===== src/sv/bgl_pkg.sv =====
// Package for binary_gcd_lcm: field widths, default operand width, sequencer states.
// Depends on nothing.
package bgl_pkg;

    localparam int OPERAND_WIDTH_DEF = 32;
    localparam int IN_W              = 32;
    localparam int DIV_W             = 32;
    localparam int MUL_W             = 64;

    typedef enum logic [2:0] {
        ST_IDLE,
        ST_GCD,
        ST_DIV,
        ST_MUL,
        ST_OUT
    } bgl_state_t;

endpackage


===== src/sv/bgl_gcd.sv =====
// Iterative binary (Stein) greatest common divisor, one reduction step per cycle.
// Depends on bgl_pkg for the default operand width.
module bgl_gcd #(
    parameter int OPERAND_WIDTH = bgl_pkg::OPERAND_WIDTH_DEF
) (
    input  logic                     aclk,
    input  logic                     aresetn,
    input  logic                     start,
    input  logic [OPERAND_WIDTH-1:0] a_in,
    input  logic [OPERAND_WIDTH-1:0] b_in,
    output logic                     done,
    output logic [OPERAND_WIDTH-1:0] gcd
);

    localparam int W  = OPERAND_WIDTH;
    localparam int TW = $clog2(W + 1);

    logic          busy_reg, busy_next;
    logic          done_reg, done_next;
    logic [W-1:0]  a_reg, a_next;
    logic [W-1:0]  b_reg, b_next;
    logic [TW-1:0] twos_reg, twos_next;
    logic [W-1:0]  g_reg, g_next;

    logic          a_eq_b, any_zero, any_one, term, a_gt_b;
    logic [W-1:0]  base, diff;

    always_comb begin
        a_eq_b   = (a_reg == b_reg);
        any_zero = (a_reg == '0) || (b_reg == '0);
        any_one  = (a_reg == W'(1)) || (b_reg == W'(1));
        term     = a_eq_b || any_zero || any_one;
        a_gt_b   = (a_reg > b_reg);
        diff     = a_gt_b ? (a_reg - b_reg) : (b_reg - a_reg);

        priority if (a_eq_b) begin
            base = a_reg;
        end else if (any_zero) begin
            base = a_reg | b_reg;
        end else begin
            base = W'(1);
        end

        a_next    = a_reg;
        b_next    = b_reg;
        twos_next = twos_reg;
        busy_next = busy_reg;
        done_next = 1'b0;
        g_next    = g_reg;

        if (start) begin
            a_next    = a_in;
            b_next    = b_in;
            twos_next = '0;
            busy_next = 1'b1;
        end else if (busy_reg && term) begin
            busy_next = 1'b0;
            done_next = 1'b1;
            g_next    = base << twos_reg;
        end else if (busy_reg) begin
            unique case ({a_reg[0], b_reg[0]})
                2'b11: begin
                    if (a_gt_b) begin
                        a_next = diff >> 1;
                    end else begin
                        b_next = diff >> 1;
                    end
                end
                2'b10: b_next = b_reg >> 1;
                2'b01: a_next = a_reg >> 1;
                default: begin
                    a_next    = a_reg >> 1;
                    b_next    = b_reg >> 1;
                    twos_next = twos_reg + TW'(1);
                end
            endcase
        end
    end

    always_ff @(posedge aclk) begin
        if (!aresetn) begin
            busy_reg <= 1'b0;
            done_reg <= 1'b0;
        end else begin
            busy_reg <= busy_next;
            done_reg <= done_next;
        end
        a_reg    <= a_next;
        b_reg    <= b_next;
        twos_reg <= twos_next;
        g_reg    <= g_next;
    end

    assign done = done_reg;
    assign gcd  = g_reg;

endmodule


===== src/sv/bgl_div.sv =====
// Restoring divider, one quotient bit per cycle.
// Depends on bgl_pkg for the default operand width.
module bgl_div #(
    parameter int OPERAND_WIDTH = bgl_pkg::OPERAND_WIDTH_DEF
) (
    input  logic                     aclk,
    input  logic                     aresetn,
    input  logic                     start,
    input  logic [OPERAND_WIDTH-1:0] dividend,
    input  logic [OPERAND_WIDTH-1:0] divisor,
    output logic                     done,
    output logic [OPERAND_WIDTH-1:0] quotient
);

    localparam int W  = OPERAND_WIDTH;
    localparam int CW = $clog2(W);

    logic          busy_reg, busy_next;
    logic          done_reg, done_next;
    logic [CW-1:0] cnt_reg, cnt_next;
    logic [W-1:0]  rem_reg, rem_next;
    logic [W-1:0]  quo_reg, quo_next;
    logic [W-1:0]  dsr_reg, dsr_next;

    logic [W:0]    trial, sub;
    logic          fits;

    always_comb begin
        trial = {rem_reg, quo_reg[W-1]};
        sub   = trial - {1'b0, dsr_reg};
        fits  = (trial >= {1'b0, dsr_reg});

        busy_next = busy_reg;
        done_next = 1'b0;
        cnt_next  = cnt_reg;
        rem_next  = rem_reg;
        quo_next  = quo_reg;
        dsr_next  = dsr_reg;

        if (start) begin
            busy_next = 1'b1;
            cnt_next  = CW'(W - 1);
            rem_next  = '0;
            quo_next  = dividend;
            dsr_next  = divisor;
        end else if (busy_reg) begin
            rem_next = fits ? sub[W-1:0] : trial[W-1:0];
            quo_next = {quo_reg[W-2:0], fits};
            cnt_next = cnt_reg - CW'(1);
            if (cnt_reg == '0) begin
                busy_next = 1'b0;
                done_next = 1'b1;
            end
        end
    end

    always_ff @(posedge aclk) begin
        if (!aresetn) begin
            busy_reg <= 1'b0;
            done_reg <= 1'b0;
        end else begin
            busy_reg <= busy_next;
            done_reg <= done_next;
        end
        cnt_reg <= cnt_next;
        rem_reg <= rem_next;
        quo_reg <= quo_next;
        dsr_reg <= dsr_next;
    end

    assign done     = done_reg;
    assign quotient = quo_reg;

endmodule


===== src/sv/bgl_mul.sv =====
// Shift-and-add multiplier, one multiplier bit per cycle, full-width product.
// Depends on bgl_pkg for the default operand width.
module bgl_mul #(
    parameter int OPERAND_WIDTH = bgl_pkg::OPERAND_WIDTH_DEF
) (
    input  logic                       aclk,
    input  logic                       aresetn,
    input  logic                       start,
    input  logic [OPERAND_WIDTH-1:0]   x_in,
    input  logic [OPERAND_WIDTH-1:0]   y_in,
    output logic                       done,
    output logic [2*OPERAND_WIDTH-1:0] product
);

    localparam int W  = OPERAND_WIDTH;
    localparam int CW = $clog2(W);

    logic           busy_reg, busy_next;
    logic           done_reg, done_next;
    logic [CW-1:0]  cnt_reg, cnt_next;
    logic [W-1:0]   mcand_reg, mcand_next;
    logic [2*W-1:0] prod_reg, prod_next;

    logic [W-1:0]   addend;
    logic [W:0]     sum;

    always_comb begin
        addend = prod_reg[0] ? mcand_reg : '0;
        sum    = {1'b0, prod_reg[2*W-1:W]} + {1'b0, addend};

        busy_next  = busy_reg;
        done_next  = 1'b0;
        cnt_next   = cnt_reg;
        mcand_next = mcand_reg;
        prod_next  = prod_reg;

        if (start) begin
            busy_next  = 1'b1;
            cnt_next   = CW'(W - 1);
            mcand_next = x_in;
            prod_next  = {{W{1'b0}}, y_in};
        end else if (busy_reg) begin
            prod_next = {sum, prod_reg[W-1:1]};
            cnt_next  = cnt_reg - CW'(1);
            if (cnt_reg == '0) begin
                busy_next = 1'b0;
                done_next = 1'b1;
            end
        end
    end

    always_ff @(posedge aclk) begin
        if (!aresetn) begin
            busy_reg <= 1'b0;
            done_reg <= 1'b0;
        end else begin
            busy_reg <= busy_next;
            done_reg <= done_next;
        end
        cnt_reg   <= cnt_next;
        mcand_reg <= mcand_next;
        prod_reg  <= prod_next;
    end

    assign done    = done_reg;
    assign product = prod_reg;

endmodule


===== src/sv/binary_gcd_lcm.sv =====
// binary_gcd_lcm top: GCD by Stein's method, then LCM as (a / gcd) * b; uses bgl_pkg.
// Binary GCD loop first, then divider and multiplier (both skipped on a zero operand).
// One item at a time: a new input is accepted only after the result has been taken.
// Reset (synchronous, active low) drops any item in flight; the block is ready next cycle.
module binary_gcd_lcm #(
    parameter int OPERAND_WIDTH = bgl_pkg::OPERAND_WIDTH_DEF
) (
    input  logic                      aclk,
    input  logic                      aresetn,
    input  logic                      s_valid,
    output logic                      s_ready,
    input  logic [bgl_pkg::IN_W-1:0]  s_first_operand,
    input  logic [bgl_pkg::IN_W-1:0]  s_second_operand,
    output logic                      m_valid,
    input  logic                      m_ready,
    output logic [bgl_pkg::DIV_W-1:0] m_common_divisor,
    output logic [bgl_pkg::MUL_W-1:0] m_common_multiple
);

    import bgl_pkg::*;

    localparam int W = OPERAND_WIDTH;

    bgl_state_t     state_reg, state_next;
    logic [W-1:0]   a_reg, a_next;
    logic [W-1:0]   b_reg, b_next;
    logic [W-1:0]   cd_reg, cd_next;
    logic [2*W-1:0] cm_reg, cm_next;

    logic           gcd_kick_reg;
    logic           div_kick_reg;
    logic           gcd_done;
    logic           div_done;
    logic           mul_start, mul_done;
    logic [W-1:0]   gcd_val, quo_val;
    logic [2*W-1:0] prod_val;

    bgl_gcd #(.OPERAND_WIDTH(W)) u_gcd (
        .aclk    (aclk),
        .aresetn (aresetn),
        .start   (gcd_kick_reg),
        .a_in    (a_reg),
        .b_in    (b_reg),
        .done    (gcd_done),
        .gcd     (gcd_val)
    );

    bgl_div #(.OPERAND_WIDTH(W)) u_div (
        .aclk     (aclk),
        .aresetn  (aresetn),
        .start    (div_kick_reg),
        .dividend (a_reg),
        .divisor  (cd_reg),
        .done     (div_done),
        .quotient (quo_val)
    );

    bgl_mul #(.OPERAND_WIDTH(W)) u_mul (
        .aclk    (aclk),
        .aresetn (aresetn),
        .start   (mul_start),
        .x_in    (quo_val),
        .y_in    (b_reg),
        .done    (mul_done),
        .product (prod_val)
    );

    always_comb begin
        state_next = state_reg;
        a_next     = a_reg;
        b_next     = b_reg;
        cd_next    = cd_reg;
        cm_next    = cm_reg;
        mul_start  = 1'b0;

        unique case (state_reg)
            ST_IDLE: begin
                if (s_valid) begin
                    a_next     = s_first_operand[W-1:0];
                    b_next     = s_second_operand[W-1:0];
                    state_next = ST_GCD;
                end
            end
            ST_GCD: begin
                if (gcd_done) begin
                    cd_next = gcd_val;
                    if ((a_reg == '0) || (b_reg == '0)) begin
                        cm_next    = '0;
                        state_next = ST_OUT;
                    end else begin
                        state_next = ST_DIV;
                    end
                end
            end
            ST_DIV: begin
                if (div_done) begin
                    mul_start  = 1'b1;
                    state_next = ST_MUL;
                end
            end
            ST_MUL: begin
                if (mul_done) begin
                    cm_next    = prod_val;
                    state_next = ST_OUT;
                end
            end
            ST_OUT: begin
                if (m_ready) begin
                    state_next = ST_IDLE;
                end
            end
            default: state_next = ST_IDLE;
        endcase
    end

    // kick the GCD unit the cycle after the transfer, once operands are registered
    always_ff @(posedge aclk) begin
        if (!aresetn) begin
            state_reg    <= ST_IDLE;
            gcd_kick_reg <= 1'b0;
            div_kick_reg <= 1'b0;
        end else begin
            state_reg    <= state_next;
            gcd_kick_reg <= (state_reg == ST_IDLE) && s_valid;
            div_kick_reg <= (state_reg == ST_GCD) && gcd_done
                            && (a_reg != '0) && (b_reg != '0);
        end
        a_reg  <= a_next;
        b_reg  <= b_next;
        cd_reg <= cd_next;
        cm_reg <= cm_next;
    end

    assign s_ready           = (state_reg == ST_IDLE);
    assign m_valid           = (state_reg == ST_OUT);
    assign m_common_divisor  = DIV_W'(cd_reg);
    assign m_common_multiple = MUL_W'(cm_reg);

endmodule


===== config.mk =====
export PLATFORM = sky130hd
export DESIGN_NAME = binary_gcd_lcm
export DESIGN_NICKNAME = d
export VERILOG_FILES = /design/src/sv/bgl_pkg.sv /design/src/sv/bgl_gcd.sv /design/src/sv/bgl_div.sv /design/src/sv/bgl_mul.sv /design/src/sv/binary_gcd_lcm.sv
export SDC_FILE = /design/constraint.sdc
export NUM_CORES = 1
export LEC_CHECK = 0
export CORE_AREA = 4 4 311 313
export CTS_BUF_LIST = sky130_fd_sc_hd__clkbuf_4
export CTS_CLUSTER_SIZE = 20
export DETAILED_ROUTE_END_ITERATION = 16
export DIE_AREA = 0 0 315 317
export DONT_BUFFER_PORTS = 1
export PLACE_DENSITY_LB_ADDON = 0.08
export SLEW_MARGIN = 0
export SYNTH_ARGS = -nofsm -noshare
export SYNTH_HDL_FRONTEND = slang
export SYNTH_HIERARCHICAL = 1
export SYNTH_SLANG_ARGS = --single-unit

===== constraint.sdc =====
create_clock -name aclk -period 7.45 [get_ports aclk]
set_input_delay 1.49 -clock aclk [delete_from_list [all_inputs] [get_ports aclk]]
set_output_delay 1.49 -clock aclk [all_outputs]
set_load 0.01 [all_outputs]

==> metrics.cfg <==
[floorplanning]
start_util_pct=29.7
die_w_um=315
die_area_um2=99900
num_io_pins=166
core-area_um2=94300
row_count=113
die_h_um=317

[routing]
antenna_left=0
viasPerCell=5.31
avgRoutedWirePerCell_um=25.2
route.met2.wl_um=45900
vias=21500
route.layer.met1.wl_um=46300
drtPass1Iterations=8
wirelength_um=102000
drcViolationCount=0
drt_iter0_markers=1624
wl_met3_um=6310
routed.top_layer=met5

[critical_path]
r2r_cells=13
startpoint_type=register
required_ns=8.15
cp_top_family=simple AND/OR/NAND/NOR gates
critPathBufInv=2
cp_slowest_cell=or4_1
max_stage_delay_ns=0.57
r2r_start=u_gcd/a_reg[19]
r2r_slack_ns=2.30
crit_fanout=26
crit_chain=inv_1, ha_1, nor4_2, nand2_1, or4_1, buf_4, o21ai_4, o221ai_1, o21a_1, mux2_2, o21ai_0, nor3_1, or3_1
critPathKind=register to register
r2r-end=u_gcd/gcd[31]
cp.arrival_ns=5.85
endpoint_kind=register

[layout]
ff_latch_area_um2=13400
drive_gt1_share_pct=14.6
multi_input_area_um2=13500
nets=2911
fillers=9706
syn_to_final_growth_pct=10.9

[sta]
min_period_ns=5.15
min_period_over_period_pct=69.1
worst_pin_slew_ns=1.13
fmax_ghz=0.194
setup_ws_ns=2.30
finClkSkew_ns=0.0882
setup_viol=0
relSlewSlack_pct=23.9
drv_slew=0
hold_violations=0
rsz0062_at_grt=no
setup_tns_ns=0

[place]
place_ws_ns=2.37
portBuffers=0
dp_hpwl_um=76700
gp_congestion=0.936

[synth]
async_flop_share_pct=0
yosys_warnings=6
synthCells=2637
yosysTopAreaCell=edfxtp_1
yosysSeqAreaShare_pct=47.6
synth_top_cells_by_area=edfxtp_1 41%, ha_1 7.4%, dfxtp_1 6.5%
synth.top_cell.area_share_pct=41.1
synth_fp_nets=2875
synth_enable_flop_cells=384
synth_seq_cells=475
synth_cell_type_count=103
synth_area_um2=28000
ys.flop_type=edfxtp_1
synth_area_per_cell_um2=10.6

[hold_path]
holdPathStages=0
holdCritStartpoint=u_gcd/gcd[7]
min_to=m_common_divisor[7]
min_path_type=register to register

[clock_tree]
cts_buffers=141
clk_pin_slew_worst_paths_ns=0.06
cts.sinks=475
cts_max_level=4
cts_buffer_depth=3
cts-root-buf=clkbuf_4
worstSkewPairLatency_ns=1.03
postCtsSetupBuffers=0
ctsHoldBuffers=0
cts.repair.resized=0
cts_tree=done

[status]
outcome=finished, final reports clean

[grt]
grt_pass1_wl_um=148000
grtUsageTotal_pct=20.2
grt_max_degree=76
overflow=0
grt_pass1_vias=21500
antenna_found_initial=16

[power_and_ir_drop]
leakage_nw=11.7
power_density_nw_per_um2=232
vdd_drop_max_uv=140

[flow_run]
cap_viol_max_count=0

## cell usage after synthesis, drive strengths merged (9+ instances only)
library cell and n:
a211oi 39, a21boi 9, a21o 37, a21oi 169
a221oi 13, a31oi 15, a32oi 12, and2 117
buf 34, clkbuf 102, dfxtp 91, edfxtp 384
ha 166, inv 166, mux2 78, mux2i 110
mux4 10, nand2 192, nand2b 24, nand3 41
nand4 29, nor2 182, nor2b 22, nor3 56
nor4 50, o211ai 24, o21a 13, o21ai 121
o21bai 27, o221ai 10, o22ai 13, o311ai 33
o31ai 33, or3 16, xnor2 57, xor2 28
## power by group
| group | switching, mW | internal, mW | total, mW | leakage [nW] |
|---|---|---|---|---|
| Combinational | 0.980 | 0.512 | 1.49 | 6.44 |
| Sequential | 0.155 | 2.98 | 3.13 | 4.22 |
| Clock | 1.24 | 1.36 | 2.60 | 1.08 |
| Total | 2.37 | 4.85 | 7.22 | 11.7 |
## cell usage in the layout (no fill, tap or decap), types with 13 or more instances in the layout
| master | Yosys | final |
|---|---|---|
| edfxtp_1 | 384 | 384 |
| clkbuf_4 | 0 | 201 |
| nand2_1 | 192 | 192 |
| nor2_1 | 182 | 179 |
| a21oi_1 | 167 | 167 |
| ha_1 | 166 | 165 |
| inv_1 | 163 | 162 |
| and2_1 | 117 | 117 |
| o21ai_0 | 114 | 114 |
| mux2i_1 | 110 | 110 |
| dfxtp_1 | 91 | 89 |
| mux2_2 | 76 | 76 |
| xnor2_1 | 57 | 57 |
| nor3_1 | 55 | 55 |
| nor4_1 | 46 | 46 |
| nand3_1 | 41 | 41 |
| a211oi_1 | 37 | 37 |
| a21o_1 | 32 | 32 |
| o311ai_0 | 32 | 32 |
| o31ai_1 | 31 | 30 |
| nand4_1 | 29 | 29 |
| buf_4 | 5 | 29 |
| xor2_1 | 28 | 28 |
| o21bai_1 | 27 | 27 |
| clkinv_1 | 1 | 26 |
| nand2b_1 | 24 | 24 |
| o211ai_1 | 23 | 23 |
| nor2b_1 | 22 | 22 |
| or3_1 | 16 | 16 |
| a31oi_1 | 14 | 14 |
| o21a_1 | 13 | 13 |
## cell type report
class / count / share of cell area, %
multi-input combinational: 1859 / 43.3
sequential: 475 / 43.0
tap: 1265 / 5.09
clock buffer: 201 / 4.85
inverter: 167 / 2.02
clock inverter: 48 / 1.03
timing repair buffer: 29 / 0.700
antenna: 9 / 0.0724
## worst reg2reg max path: cells and delay by family, from the launching register on
kind / cells / cell delay (ns)
AO/OA/AOI/OAI: 4 / 1.38
buffers and inverters: 2 / 0.41
adder cells (fa/ha/maj): 1 / 0.47
AND/OR/NAND/NOR: 5 / 1.78
multiplexers: 1 / 0.29
flip-flops: 1 / 0.49
## through the flow
| step | util (%) | std cells | area, µm² | hold slack [ns] | power (mW) |
|---|---|---|---|---|---|
| 2_1_floorplan | - | 2637 | 28000 | 0.400 | 4.12 |
| 3_3_place_gp | 31.0 | 3795 | 29200 | 0.406 | 4.66 |
| 3_5_place_dp | 31.0 | 3795 | 29200 | 0.405 | 4.64 |
| 4_1_cts | 32.9 | 4044 | 31100 | 0.387 | 7.32 |
| 5_1_grt | 33.0 | 4048 | 31100 | 0.413 | 7.61 |
| 6_report | 33.0 | 4053 | 31100 | 0.398 | 7.22 |
## worst max-delay path by stage
stage | from | to | cells past startpoint
2_1_floorplan | u_gcd/a_reg[14] | u_gcd/b_reg[0] | 13
3_3_place_gp | u_gcd/a_reg[19] | u_gcd/gcd[31] | 13
3_5_place_dp | u_gcd/a_reg[19] | u_gcd/gcd[31] | 13
4_1_cts | u_gcd/a_reg[19] | u_gcd/gcd[31] | 13
5_1_grt | u_gcd/a_reg[19] | u_gcd/gcd[25] | 14
6_report | u_gcd/a_reg[19] | u_gcd/gcd[31] | 13
## cells by family after synthesis
family | after synthesis | synth area share, %
xor+xnor | 85 | 2.66
fa+ha+maj | 170 | 7.70
compound gates | 630 | 15.4
simple gates | 776 | 14.1
flops | 475 | 47.6
buf+inv | 303 | 4.56
mux | 198 | 7.88
## metal layers
metal  vias up  global-route usage (%)
li1       9949                       -
met4         8                    7.76
met5         -                       0
met1     10600                    27.2
met3       184                    4.50
met2       759                    31.6
(Power assumes the default switching activity.)
